File: src/hdl/icy_md_pkg.sv
// Shared types, codes and key table for the ICY metadata de-interleaver.
package icy_md_pkg;

  // Field widths fixed by the interface
  localparam int unsigned BYTE_W    = 8;
  localparam int unsigned KIND_W    = 2;
  localparam int unsigned METAINT_W = 21;

  // Result kinds
  localparam logic [KIND_W-1:0] KIND_AUDIO = 2'd0;
  localparam logic [KIND_W-1:0] KIND_TEXT  = 2'd1;
  localparam logic [KIND_W-1:0] KIND_END   = 2'd2;

  // Most results one input byte can give
  localparam int unsigned MAX_RES = 3;

  // Result queue depth; must hold MAX_RES plus one in flight
  localparam int unsigned QDEPTH = 4;

  // Characters of interest
  localparam logic [BYTE_W-1:0] CHAR_QUOTE = 8'h27;
  localparam logic [BYTE_W-1:0] CHAR_SEMI  = 8'h3B;
  localparam logic [BYTE_W-1:0] CHAR_S     = 8'h53;

  // Length of the key StreamTitle='
  localparam int unsigned KEY_LEN = 13;

  // One result
  typedef struct packed {
    logic [KIND_W-1:0] kind;
    logic [BYTE_W-1:0] data;
  } res_t;

  // All results of one input byte, slot 0 first
  typedef struct packed {
    logic [1:0]             count;
    res_t [MAX_RES-1:0]     slot;
  } step_t;

  // Key character at a given position
  function automatic logic [BYTE_W-1:0] key_char(input logic [3:0] pos);
    logic [BYTE_W-1:0] c;
    case (pos)
      4'd0:    c = 8'h53; // S
      4'd1:    c = 8'h74; // t
      4'd2:    c = 8'h72; // r
      4'd3:    c = 8'h65; // e
      4'd4:    c = 8'h61; // a
      4'd5:    c = 8'h6D; // m
      4'd6:    c = 8'h54; // T
      4'd7:    c = 8'h69; // i
      4'd8:    c = 8'h74; // t
      4'd9:    c = 8'h6C; // l
      4'd10:   c = 8'h65; // e
      4'd11:   c = 8'h3D; // =
      4'd12:   c = 8'h27; // '
      default: c = 8'h00;
    endcase
    return c;
  endfunction

endpackage

File: src/hdl/icy_metadata_deinterleaver.sv
// Top level of the ICY in-band metadata de-interleaver.
//
// Input channel: one raw stream byte per transaction (in_valid_i/in_ready_o).
// Output channel: one result per transaction (out_valid_o/out_ready_i):
// an audio byte, a title text byte, or an end-of-title marker with byte 0.
// last_of_run_o flags the final result caused by one input byte; a byte may
// give none (length byte, swallowed metadata), one, or up to three results.
// cfg_we_i/cfg_wdata_i write the metadata interval; zero, or a value above
// METAINT_LIMIT, gives pure passthrough. A write restarts framing, so write
// only while no bytes are in flight.
// Results of a byte are queued in registers, valid the cycle after acceptance.
// The block takes one byte per cycle while each byte gives at most one result
// and the receiver takes every cycle; the four-entry result queue sets this,
// taking a byte only while three or more entries are free, so bytes giving
// several results hold the input until the queue drains.
// When the receiver stalls, results wait in the queue and the input stops
// once it holds two results. Reset empties the queue, clears the interval to
// zero (passthrough) and returns framing to the audio phase.
module icy_metadata_deinterleaver #(
  parameter int unsigned UNIT_BYTES    = 16,
  parameter int unsigned METAINT_LIMIT = 1048576
) (
  input  logic                              clk_i,
  input  logic                              rst_ni,
  input  logic                              cfg_we_i,
  input  logic [icy_md_pkg::METAINT_W-1:0]  cfg_wdata_i,
  input  logic                              in_valid_i,
  output logic                              in_ready_o,
  input  logic [icy_md_pkg::BYTE_W-1:0]     in_byte_i,
  output logic                              out_valid_o,
  input  logic                              out_ready_i,
  output logic [icy_md_pkg::KIND_W-1:0]     kind_o,
  output logic [icy_md_pkg::BYTE_W-1:0]     out_byte_o,
  output logic                              last_of_run_o
);

  icy_md_pkg::step_t step;
  logic              in_fire;

  assign in_fire = in_valid_i && in_ready_o;

  // Per-byte parsing
  icy_md_parser #(
    .UNIT_BYTES    (UNIT_BYTES),
    .METAINT_LIMIT (METAINT_LIMIT)
  ) u_parser (
    .clk_i       (clk_i),
    .rst_ni      (rst_ni),
    .cfg_we_i    (cfg_we_i),
    .cfg_wdata_i (cfg_wdata_i),
    .step_en_i   (in_fire),
    .in_byte_i   (in_byte_i),
    .step_o      (step)
  );

  // Result queue
  icy_md_resq u_resq (
    .clk_i         (clk_i),
    .rst_ni        (rst_ni),
    .push_i        (in_fire),
    .step_i        (step),
    .room_o        (in_ready_o),
    .out_valid_o   (out_valid_o),
    .out_ready_i   (out_ready_i),
    .kind_o        (kind_o),
    .out_byte_o    (out_byte_o),
    .last_of_run_o (last_of_run_o)
  );

  // A byte with results makes the output valid next cycle
  a_results_appear: assert property (@(posedge clk_i) disable iff (!rst_ni)
    in_fire && step.count != 2'd0 |=> out_valid_o)
    else $error("results of an accepted byte not presented");

  // Input only stalls while results are pending
  a_stall_has_cause: assert property (@(posedge clk_i) disable iff (!rst_ni)
    !in_ready_o |-> out_valid_o)
    else $error("input stalled with empty result queue");

  // End of title carries a zero byte and closes the run
  a_end_marker: assert property (@(posedge clk_i) disable iff (!rst_ni)
    out_valid_o && kind_o == icy_md_pkg::KIND_END |-> out_byte_o == '0 && last_of_run_o)
    else $error("malformed end-of-title marker");

  // Three results from one byte always start with text
  a_count_bound: assert property (@(posedge clk_i) disable iff (!rst_ni)
    in_fire |-> step.count != 2'd3 || step.slot[0].kind == icy_md_pkg::KIND_TEXT)
    else $error("three results without leading text");

endmodule

File: src/hdl/icy_md_parser.sv
// Stream parser: framing state, key search and title extraction per byte.
module icy_md_parser #(
  parameter int unsigned UNIT_BYTES    = 16,
  parameter int unsigned METAINT_LIMIT = 1048576
) (
  input  logic                                clk_i,
  input  logic                                rst_ni,
  input  logic                                cfg_we_i,
  input  logic [icy_md_pkg::METAINT_W-1:0]    cfg_wdata_i,
  input  logic                                step_en_i,
  input  logic [icy_md_pkg::BYTE_W-1:0]       in_byte_i,
  output icy_md_pkg::step_t                   step_o
);

  localparam int unsigned ML_W = $clog2(255 * UNIT_BYTES + 1);

  // Framing phase codes
  localparam logic [1:0] PH_AUDIO  = 2'd0;
  localparam logic [1:0] PH_LENGTH = 2'd1;
  localparam logic [1:0] PH_META   = 2'd2;

  // Title phase codes
  localparam logic [1:0] TP_SEARCH = 2'd0;
  localparam logic [1:0] TP_TITLE  = 2'd1;
  localparam logic [1:0] TP_DONE   = 2'd2;

  logic [icy_md_pkg::METAINT_W-1:0] iv_q, iv_wr;
  logic [icy_md_pkg::METAINT_W-1:0] audio_left_q, audio_left_d;
  logic [1:0]                       phase_q, phase_d;
  logic [ML_W-1:0]                  meta_left_q, meta_left_d;
  logic [ML_W-1:0]                  len_bytes;
  logic [3:0]                       key_pos_q, key_pos_d;
  logic [1:0]                       title_phase_q, title_phase_d;
  logic                             quote_held_q, quote_held_d;
  logic [1:0]                       n;
  icy_md_pkg::res_t [icy_md_pkg::MAX_RES-1:0] s;
  logic                             b_is_semi, b_is_quote;

  // Implausible intervals mean passthrough
  assign iv_wr = (32'(cfg_wdata_i) > 32'(METAINT_LIMIT)) ? '0 : cfg_wdata_i;

  assign len_bytes  = ML_W'(in_byte_i) * ML_W'(UNIT_BYTES);
  assign b_is_semi  = (in_byte_i == icy_md_pkg::CHAR_SEMI);
  assign b_is_quote = (in_byte_i == icy_md_pkg::CHAR_QUOTE);

  // Next state and results for the byte on the input
  always_comb begin
    audio_left_d  = audio_left_q;
    phase_d       = phase_q;
    meta_left_d   = meta_left_q;
    key_pos_d     = key_pos_q;
    title_phase_d = title_phase_q;
    quote_held_d  = quote_held_q;
    n             = '0;
    s             = '0;

    if (iv_q == '0) begin
      s[0] = '{kind: icy_md_pkg::KIND_AUDIO, data: in_byte_i};
      n    = 2'd1;
    end else begin
      case (phase_q)
        PH_AUDIO: begin
          s[0] = '{kind: icy_md_pkg::KIND_AUDIO, data: in_byte_i};
          n    = 2'd1;
          if (audio_left_q != '0) audio_left_d = audio_left_q - 1'b1;
          if (audio_left_d == '0) phase_d = PH_LENGTH;
        end
        PH_LENGTH: begin
          meta_left_d   = len_bytes;
          key_pos_d     = '0;
          title_phase_d = TP_SEARCH;
          quote_held_d  = 1'b0;
          if (len_bytes == '0) begin
            phase_d      = PH_AUDIO;
            audio_left_d = iv_q;
          end else begin
            phase_d = PH_META;
          end
        end
        PH_META: begin
          case (title_phase_q)
            TP_SEARCH: begin
              if (key_pos_q < 4'(icy_md_pkg::KEY_LEN) &&
                  in_byte_i == icy_md_pkg::key_char(key_pos_q)) begin
                key_pos_d = key_pos_q + 4'd1;
              end else begin
                key_pos_d = (in_byte_i == icy_md_pkg::CHAR_S) ? 4'd1 : 4'd0;
              end
              if (key_pos_d >= 4'(icy_md_pkg::KEY_LEN)) title_phase_d = TP_TITLE;
            end
            TP_TITLE: begin
              // a held quote resolves against this byte
              if (quote_held_q) begin
                quote_held_d = 1'b0;
                if (b_is_semi) begin
                  title_phase_d = TP_DONE;
                  s[n] = '{kind: icy_md_pkg::KIND_END, data: '0};
                  n    = n + 2'd1;
                end else begin
                  s[n] = '{kind: icy_md_pkg::KIND_TEXT, data: icy_md_pkg::CHAR_QUOTE};
                  n    = n + 2'd1;
                end
              end
              if (!(quote_held_q && b_is_semi)) begin
                if (b_is_quote) begin
                  quote_held_d = 1'b1;
                end else begin
                  s[n] = '{kind: icy_md_pkg::KIND_TEXT, data: in_byte_i};
                  n    = n + 2'd1;
                end
              end
            end
            default: ;
          endcase
          if (meta_left_q != '0) meta_left_d = meta_left_q - 1'b1;
          // block end closes an open title
          if (meta_left_d == '0) begin
            if (title_phase_d == TP_TITLE) begin
              quote_held_d  = 1'b0;
              title_phase_d = TP_DONE;
              s[n] = '{kind: icy_md_pkg::KIND_END, data: '0};
              n    = n + 2'd1;
            end
            phase_d      = PH_AUDIO;
            audio_left_d = iv_q;
          end
        end
        default: ;
      endcase
    end
  end

  assign step_o.count = n;
  assign step_o.slot  = s;

  // State registers; a register write restarts framing
  always_ff @(posedge clk_i or negedge rst_ni) begin
    if (!rst_ni) begin
      iv_q          <= '0;
      audio_left_q  <= '0;
      phase_q       <= PH_AUDIO;
      meta_left_q   <= '0;
      key_pos_q     <= '0;
      title_phase_q <= TP_SEARCH;
      quote_held_q  <= 1'b0;
    end else if (cfg_we_i) begin
      iv_q          <= iv_wr;
      audio_left_q  <= iv_wr;
      phase_q       <= PH_AUDIO;
      meta_left_q   <= '0;
      key_pos_q     <= '0;
      title_phase_q <= TP_SEARCH;
      quote_held_q  <= 1'b0;
    end else if (step_en_i) begin
      audio_left_q  <= audio_left_d;
      phase_q       <= phase_d;
      meta_left_q   <= meta_left_d;
      key_pos_q     <= key_pos_d;
      title_phase_q <= title_phase_d;
      quote_held_q  <= quote_held_d;
    end
  end

endmodule

File: src/hdl/icy_md_resq.sv
// Result queue: takes up to three results per cycle, hands out one per cycle.
module icy_md_resq (
  input  logic                              clk_i,
  input  logic                              rst_ni,
  input  logic                              push_i,
  input  icy_md_pkg::step_t                 step_i,
  output logic                              room_o,
  output logic                              out_valid_o,
  input  logic                              out_ready_i,
  output logic [icy_md_pkg::KIND_W-1:0]     kind_o,
  output logic [icy_md_pkg::BYTE_W-1:0]     out_byte_o,
  output logic                              last_of_run_o
);

  localparam int unsigned PTR_W = $clog2(icy_md_pkg::QDEPTH);
  localparam int unsigned CNT_W = $clog2(icy_md_pkg::QDEPTH + 1);

  typedef struct packed {
    icy_md_pkg::res_t res;
    logic             last;
  } entry_t;

  entry_t             mem_q [icy_md_pkg::QDEPTH];
  logic [PTR_W-1:0]   wr_ptr_q, rd_ptr_q;
  logic [CNT_W-1:0]   count_q, count_d;
  logic [1:0]         push_n;
  logic               pop;

  assign push_n = push_i ? step_i.count : 2'd0;
  assign pop    = out_valid_o && out_ready_i;

  // Room for a worst-case byte
  assign room_o  = (count_q <= CNT_W'(icy_md_pkg::QDEPTH - icy_md_pkg::MAX_RES));
  assign count_d = count_q + CNT_W'(push_n) - CNT_W'(pop);

  // Pointers and fill level
  always_ff @(posedge clk_i or negedge rst_ni) begin
    if (!rst_ni) begin
      wr_ptr_q <= '0;
      rd_ptr_q <= '0;
      count_q  <= '0;
    end else begin
      wr_ptr_q <= wr_ptr_q + PTR_W'(push_n);
      rd_ptr_q <= rd_ptr_q + PTR_W'(pop);
      count_q  <= count_d;
    end
  end

  // Storage; last flag marks the final result of the byte
  always_ff @(posedge clk_i) begin
    for (int i = 0; i < icy_md_pkg::MAX_RES; i++) begin
      if (2'(i) < push_n) begin
        mem_q[wr_ptr_q + PTR_W'(i)] <= '{res: step_i.slot[i],
                                         last: (2'(i) == push_n - 2'd1)};
      end
    end
  end

  assign out_valid_o   = (count_q != '0);
  assign kind_o        = mem_q[rd_ptr_q].res.kind;
  assign out_byte_o    = mem_q[rd_ptr_q].res.data;
  assign last_of_run_o = mem_q[rd_ptr_q].last;

endmodule

File: config.mk
export PLATFORM = sky130hd
export DESIGN_NAME = icy_metadata_deinterleaver
export DESIGN_NICKNAME = d
export VERILOG_FILES = /design/src/hdl/icy_md_pkg.sv /design/src/hdl/icy_metadata_deinterleaver.sv /design/src/hdl/icy_md_parser.sv /design/src/hdl/icy_md_resq.sv
export SDC_FILE = /design/constraint.sdc
export NUM_CORES = 1
export LEC_CHECK = 0
export ABC_AREA = 1
export ABC_CLOCK_PERIOD_IN_PS = 4200
export BUFFER_PORTS_ARGS = -buffer_cell sky130_fd_sc_hd__buf_2
export CAP_MARGIN = 15
export CORE_MARGIN = 8
export CORE_UTILIZATION = 37
export CTS_BUF_LIST = sky130_fd_sc_hd__clkbuf_16
export DETAILED_ROUTE_END_ITERATION = 6
export SETUP_SLACK_MARGIN = 0.05
export SLEW_MARGIN = 0
export SYNTH_ARGS = -nofsm -noshare
export SYNTH_HDL_FRONTEND = slang
export SYNTH_SLANG_ARGS = --single-unit
File: constraint.sdc
create_clock -name clk_i -period 4.2 [get_ports clk_i]
set_input_delay 0.84 -clock clk_i [delete_from_list [all_inputs] [get_ports clk_i]]
set_output_delay 0.84 -clock clk_i [all_outputs]
set_load 0.1 [all_outputs]
==> Flow_metrics.wiki, run 1 <==
{| class="wikitable"
! Metric !! Value
|-
| Result of the run || complete, but fails checks
|-
| Violated checks || DRC
|-
| Vias after detailed routing || 7,625
|-
| Total leakage power || 4.57 nW
|-
| Internal power || 3.19 mW
|-
| Horizontal die dimension || 165 µm
|-
| Total power per unit cell area || 641 nW/µm²
|-
| CP Data Arrival Time || 3.74 ns
|-
| First-pass GRT wire length || 36,900 µm
|-
| Number of rows created at floorplan || 54
|-
| Depth of the CTS H-tree || 4
|-
| Antenna violation net count after detailed routing || 0
|-
| Worst hold-check path type || flop to flop
|-
| Final number of hold-violating endpoints || 0
|-
| Share of cells above drive strength 1 || 0.115
|-
| Number of buffers created by CTS || 17
|-
| TritonCTS clock tree || done
|-
| Total of fill cells in the finished design || 2,232
|-
| Most frequent cells in the layout || nand2_1, inv_1, nor2_1
|-
| Placer congestion estimate || 0.881
|-
| Synth warnings || 0
|-
| Setup violators final || 0
|-
| Reg2Reg Capture Point || u_resq.mem_q[0][8]
|-
| Endpoint of the worst setup timing path || u_resq.mem_q[0][8]
|-
| Logic gate share of total power || 0.473
|-
| Number of buffers inserted for hold repair after clock tree synthesis || 0
|-
| Area of the core || 21,800 µm²
|-
| Max-slew headroom at the worst pin || 0.375
|-
| Setup repair after global routing missed its margin || no
|-
| Area of the die || 27,300 µm²
|-
| Number of unique standard cell types used by synthesis || 51
|-
| Antenna violations before repair || 0
|-
| Max-capacitance violation count || 0
|-
| Clock latency reported for the late side of the worst-skew pair || 0.43 ns
|-
| Final worst path period share || 0.877
|-
| Kind of end point of the critical path || flop
|-
| Max clock buf depth || 2
|-
| Effective utilization at floorplan || 0.378
|-
| DRT Pass-1 Iters || 7
|-
| Worst-case reg-to-reg path depth || 21
|-
| Post-Route Skew || 0.00943 ns
|-
| Number of nets produced by synthesis || 1,216
|-
| Total Routing Usage GR || 0.168
|-
| Clock tree root driver cell || clkbuf_16
|-
| Crit path from || u_parser.key_pos_q[2]
|-
| Setup slack on the worst flop-to-flop path || 0.52 ns
|-
| Number of synthesized register bits || 114
|-
| Number of remaining DRC errors || 2
|-
| Final setup TNS || 0 ns
|-
| Cells after synthesis || 1,161
|-
| Routed length per placed instance || 14.7 µm
|-
| Aggregate global routing overflow || 0
|-
| Net switching component of the power || 2.83 mW
|-
| Maximum number of pins on one net before global-route repair || 71
|-
| Routed Wire Length || 21,900 µm
|-
| Final Util || 0.431
|-
| FF-to-FF Start || u_parser.key_pos_q[2]
|-
| Clock-pin slew reported for the worst setup and hold paths after clock tree synthesis || 0.06 ns
|-
| Clk pwr share || 0.270
|-
| Kind of critical path || flop to flop
|-
| Count of port buffers added during placement || 46
|-
| Netlist area before placement || 8250 µm²
|-
| Clock sink count || 114
|-
| Via count of the first global-routing pass || 7,589
|-
| Fin crit period || 3.68 ns
|-
| Proportion of synthesized chip area in sequential cells || 0.373
|-
| Peak supply drop || 0.000364 V
|-
| Post-detail-place hpwl || 16,600 µm
|-
| Most common library cell in the layout ignoring fill and taps || nand2_1
|-
| Mean number of vias per cell || 5.10
|-
| Number of violations reported at the end of detailed-routing iteration 0 || 495
|-
| Number of nets in the finished design || 1,256
|-
| Worst Max-Slew Pin Slew || 0.937 ns
|-
| N_diodes || 0
|-
| Average cell area after synthesis || 7.10 µm²
|-
| Area Growth Syn to Fin || 14.0%
|-
| Critical path required time || 4.26 ns
|-
| Vert. Die Dim || 165 µm
|-
| # IOs || 47
|-
| Switch share || 0.471
|-
| Max-slew violation count || 0
|-
| Proportion of power drawn by flip-flops and latches || 0.257
|-
| Achievable frequency || 0.271 GHz
|-
| Top fanout value on the critical path || 13
|-
| Worst Setup Start Kind || flop
|}
sequential cells by signal, summed over array words and instances, names as in the netlist:
signal,flops
u_parser.audio_left_q,21
u_parser.iv_q,21
u_parser.key_pos_q,4
u_parser.meta_left_q,12
u_parser.phase_q,2
u_parser.quote_held_q,1
u_parser.title_phase_q,2
u_resq.count_q,3
u_resq.mem_q,44
u_resq.rd_ptr_q,2
u_resq.wr_ptr_q,2
cells in the mapped netlist (all sizes together):
cell type | count | area [µm²]
a21boi | 4 | 33.8
a21oi | 22 | 114
a22oi | 1 | 7.51
a31oi | 1 | 6.26
a32o | 1 | 10.0
and2 | 2 | 12.5
buf | 16 | 118
clkbuf | 24 | 90.1
clkinv | 1 | 3.75
dfrtp | 70 | 1750
edfxtp | 44 | 1320
fa | 1 | 20.0
ha | 20 | 250
inv | 159 | 597
nand2 | 300 | 1190
nand3 | 104 | 583
nand3b | 1 | 7.51
nand4 | 24 | 180
nor2 | 146 | 661
nor3 | 17 | 90.1
nor3b | 1 | 7.51
nor4 | 11 | 68.8
o2111ai | 1 | 8.76
o211ai | 10 | 75.1
o21a | 6 | 45.0
o21ai | 129 | 646
o22a | 2 | 17.5
o22ai | 18 | 113
o31ai | 1 | 7.51
o32ai | 2 | 17.5
or2 | 1 | 6.26
or4 | 1 | 7.51
xnor2 | 2 | 17.5
xor2 | 18 | 158
area by class of cell:
cell class / count / area [µm²] / share of cell area
Clock buffer: 17 / 425 / 0.0453
Timing Repair Buffer: 61 / 345 / 0.0368
Tap cell: 280 / 350 / 0.0373
Inverter: 160 / 601 / 0.0639
Clock inverter: 15 / 230 / 0.0245
Multi-Input combinational cell: 847 / 4370 / 0.465
Sequential cell: 114 / 3070 / 0.327
cell families after synthesis:
kind of cell / count (synthesis) / synth area share
adder cells (fa/ha/maj): 21 / 0.0328
AO/OA/AOI/OAI: 198 / 0.134
XOR/XNOR: 20 / 0.0212
buffers and inverters: 200 / 0.0980
AND/OR/NAND/NOR: 608 / 0.342
flip-flops: 114 / 0.373
power by group through the flow:
| stage | registers, mW | logic (mW) | clock network (mW) |
|---|---|---|---|
| 6_report | 1.55 | 2.85 | 1.63 |
| 5_1_grt | 1.58 | 3.18 | 1.70 |
| 2_1_floorplan | 1.51 | 2.32 | 0 |
| 3_5_place_dp | 1.57 | 2.85 | 0 |
| 3_3_place_gp | 1.57 | 2.83 | 0 |
| 4_1_cts | 1.55 | 2.87 | 1.65 |
per-layer routing:
layer,track usage,wire (µm)
met5,0,0
met4,0.0487,325
met3,0.0285,909
met2,0.288,10600
met1,0.213,10100
worst min-delay path by stage:
stage / start / to / slack, ns / cells past startpoint
3_5_place_dp: u_parser.iv_q[20] / u_parser.iv_q[20] / 0.49 / 2
2_1_floorplan: u_parser.iv_q[20] / u_parser.iv_q[20] / 0.46 / 2
6_report: u_parser.iv_q[20] / u_parser.iv_q[20] / 0.51 / 2
5_1_grt: u_parser.iv_q[12] / u_parser.iv_q[12] / 0.53 / 2
4_1_cts: u_parser.iv_q[20] / u_parser.iv_q[20] / 0.51 / 2
3_3_place_gp: u_parser.iv_q[9] / u_parser.iv_q[9] / 0.48 / 2
per-stage QoR:
step                      hold WS [ns]  setup slack (ns)  total power, mW  cells  area, µm²
after floorplan                  0.465            0.0590             3.83   1161       8250
after global placement           0.482             0.354             4.40   1462       8730
after detailed placement         0.490             0.327             4.42   1462       8730
after CTS                        0.507             0.462             6.06   1494       9390
after global routing             0.529            0.0728             6.45   1494       9400
final                            0.507             0.515             6.02   1494       9400
critical path: stages, from the launching register on:
cell,delay (ns)
dfrtp_1,0.57
inv_1,0.21
ha_1,0.24
inv_1,0.06
nand2_1,0.05
nand2_1,0.06
nand2_1,0.06
nor2_1,0.08
nand3_1,0.08
nor2_2,0.20
nand3_2,0.14
nor3_1,0.17
nand2_1,0.13
nand2_4,0.14
nand2_4,0.09
nand2_2,0.07
nand3_2,0.09
nand2_4,0.13
nand2_4,0.14
nand2_1,0.12
nand2_1,0.08
nand3_1,0.39
what timing repair did:
action,4_1_cts,5_1_grt
resized for setup,0,2
endpoints found under the setup margin,0,22
setup buffers,0,0
No activity file was read; power rests on OpenSTA's default activity.
==> inputs of run 2 (changes only) <==
--- a/config.mk
+++ b/config.mk
@@ -6,7 +6,7 @@
 export NUM_CORES = 1
 export LEC_CHECK = 0
 export ABC_AREA = 1
-export ABC_CLOCK_PERIOD_IN_PS = 4200
+export ABC_CLOCK_PERIOD_IN_PS = 3800
 export BUFFER_PORTS_ARGS = -buffer_cell sky130_fd_sc_hd__buf_2
 export CAP_MARGIN = 15
 export CORE_MARGIN = 8
==> constraint.sdc (replaced) <==
create_clock -name clk_i -period 3.8 [get_ports clk_i]
set_input_delay 0.76 -clock clk_i [delete_from_list [all_inputs] [get_ports clk_i]]
set_output_delay 0.76 -clock clk_i [all_outputs]
set_load 0.1 [all_outputs]
==> Flow_metrics.wiki, run 2 (synthesis results as in run 1) <==
{| class="wikitable"
! Metric !! Value
|-
| Total power per unit cell area || 683 nW/µm²
|-
| Max-slew headroom at the worst pin || 0.397
|-
| First-pass GRT wire length || 36,800 µm
|-
| Total Routing Usage GR || 0.168
|-
| Count of port buffers added during placement || 46
|-
| # IOs || 47
|-
| Number of rows created at floorplan || 54
|-
| FF-to-FF Start || u_parser.meta_left_q[0]
|-
| Number of remaining DRC errors || 0
|-
| Reg2Reg Capture Point || u_resq.mem_q[0][0]
|-
| Worst-case reg-to-reg path depth || 18
|-
| Final worst path period share || 0.901
|-
| Vert. Die Dim || 165 µm
|-
| Vias after detailed routing || 7,745
|-
| Final setup slack of the worst path || 0.375 ns
|-
| Routed Wire Length || 22,000 µm
|-
| Worst setup timing slack at the placement stage || 0.143 ns
|-
| Clock-pin slew reported for the worst setup and hold paths after clock tree synthesis || 0.06 ns
|-
| Clock tree root driver cell || clkbuf_16
|-
| N_diodes || 0
|-
| Slowest Stage Delay on Critical Path || 0.35 ns
|-
| Max clock buf depth || 2
|-
| Kind of end point of the critical path || flop
|-
| Kind of critical path || flop to flop
|-
| Total of fill cells in the finished design || 2,284
|-
| Most frequent cells in the layout || nand2_1, inv_1, nor2_1
|-
| Number of violations reported at the end of detailed-routing iteration 0 || 610
|-
| Placed Cells incl. Taps || 1,473
|-
| Setup slack on the worst flop-to-flop path || 0.37 ns
|-
| Peak supply drop || 0.000321 V
|-
| List of cells traversed by the critical path || inv_1 -> ha_1 -> nand2_2 -> nor2_4 -> nand2_4 -> xor2_1 -> nand2_1 -> nor2_1 -> nand4_4 -> nor2_8 -> nand2_4 -> nand2_4 -> nand3_4 -> buf_4 -> nor2_8 -> nand3_4 -> nand3_1 -> buf_4
|-
| Max-capacitance violation count || 0
|-
| Endpoint of the worst setup timing path || u_resq.mem_q[0][0]
|-
| Clock latency reported for the late side of the worst-skew pair || 0.42 ns
|-
| TritonCTS clock tree || done
|-
| Setup repair after global routing missed its margin || no
|-
| Depth of the CTS H-tree || 4
|-
| Setup violators final || 0
|-
| Top fanout value on the critical path || 12
|-
| Post-route cell area || 9390 µm²
|-
| Most common library cell in the layout ignoring fill and taps || nand2_1
|-
| Final setup TNS || 0 ns
|-
| Multi-input combinational cell area || 4370 µm²
|-
| Worst Setup Start Kind || flop
|-
| Regs by FF count || u_resq.mem_q (44), u_parser.audio_left_q (21), u_parser.iv_q (21)
|-
| Flip-flop count of the largest register, all copies and words added || 44
|-
| Effective utilization at floorplan || 0.378
|-
| CP most frequent cell || nand2_4
|-
| Number of buffers created by CTS || 17
|-
| Number of nets in the finished design || 1,267
|-
| Horizontal die dimension || 165 µm
|-
| Clock sink count || 114
|-
| Critical path required time || 3.91 ns
|-
| Max-slew violation count || 0
|-
| Placer congestion estimate || 0.919
|-
| Fin crit period || 3.43 ns
|-
| Worst Max-Slew Pin Slew || 0.904 ns
|-
| Achievable frequency || 0.292 GHz
|-
| Antenna violations before repair || 0
|-
| Antenna violation net count after detailed routing || 0
|-
| DRT Pass-1 Iters || 7
|-
| Slowest cell on the critical path || dfrtp_1
|-
| CP Data Arrival Time || 3.54 ns
|-
| Post-detail-place hpwl || 16,500 µm
|-
| Area of the core || 21,800 µm²
|-
| Placed Area || 8820 µm²
|-
| Maximum number of pins on one net before global-route repair || 71
|-
| Register containing the most flip-flops in the final layout || u_resq.mem_q
|-
| Area of the die || 27,300 µm²
|-
| Crit path from || u_parser.meta_left_q[0]
|-
| Via count of the first global-routing pass || 7,587
|-
| Mean number of vias per cell || 5.15
|-
| Area Growth Syn to Fin || 13.8%
|-
| Result of the run || complete, no violations
|-
| Aggregate global routing overflow || 0
|-
| Share of cells above drive strength 1 || 0.123
|-
| Total leakage power || 4.58 nW
|-
| Postcts setup bufs || 0
|-
| Post-Route Skew || 0.00999 ns
|-
| Final number of hold-violating endpoints || 0
|-
| Final Util || 0.430
|-
| Storage element area || 3070 µm²
|-
| Non-filler cells, final || 1,505
|-
| Routed length per placed instance || 14.6 µm
|-
| Worst hold-check path type || primary input to asynchronous set/reset pin
|}
## run 2: cell count changes in the layout (fill, tap and decap cells not counted), moves of 2 or more
cell        before  now
clkinvlp_4       2    4
clkinv_2         0    3
clkinv_4         4    1
buf_4           16   27
bufinv_16        5    1
inv_6            3    1
inv_4            0    2
## run 2: report_power, final
group          switching, mW  total [mW]  internal (mW)  leakage [nW]
Clock                  0.599        1.53          0.930         0.273
Sequential             0.186        1.71           1.53          1.30
Combinational           2.33        3.17          0.839          3.00
## run 2: per-stage QoR
step / power, mW / hold slack (ns)
after floorplan: 4.24 / 0.464
after global placement: 4.89 / 0.485
after detailed placement: 4.91 / 0.490
after CTS: 6.46 / 0.500
after global routing: 6.90 / 0.551
final: 6.41 / 0.473
## run 2: worst min-delay path by stage
stage                               endpoint  slack (ns)  depth (start not counted)
floorplan           u_parser.audio_left_q[0]        0.46                          0
global placement           u_parser.iv_q[20]        0.49                          2
detailed placement         u_parser.iv_q[20]        0.49                          2
CTS                        u_parser.iv_q[11]        0.50                          1
global route               u_parser.iv_q[10]        0.55                          1
finish                     u_parser.iv_q[11]        0.47                          1
## run 2: area by class of cell
cell class / instances / area share
multi-input combinational: 847 / 0.466
sequential: 114 / 0.328
inverter: 160 / 0.0640
clock buffer: 18 / 0.0480
timing repair buffer: 72 / 0.0456
tap: 280 / 0.0373
clock inverter: 14 / 0.0120
## run 2: repair_timing
action / 4_1_cts / 5_1_grt
setup endpoints to repair: 0 / 23
gates resized for setup: 0 / 2
hold buffers: 0 / 0
## run 2: worst max-delay path, delay by kind of cell, from the launching register on
| kind | cells | cell delay [ns] |
|---|---|---|
| and+or+nand+nor | 13 | 1.74 |
| buffers and inverters | 3 | 0.56 |
| DFF | 1 | 0.35 |
| xor gates and xnor gates | 1 | 0.26 |
| adders and majority gates | 1 | 0.23 |
## run 2: layer usage
layer,wire length [µm],GRT usage,vias up
li1,-,-,3925
met1,10100,0.212,3632
met2,10600,0.287,166
met3,1010,0.0305,22
met4,290,0.0500,0
met5,0,0,-
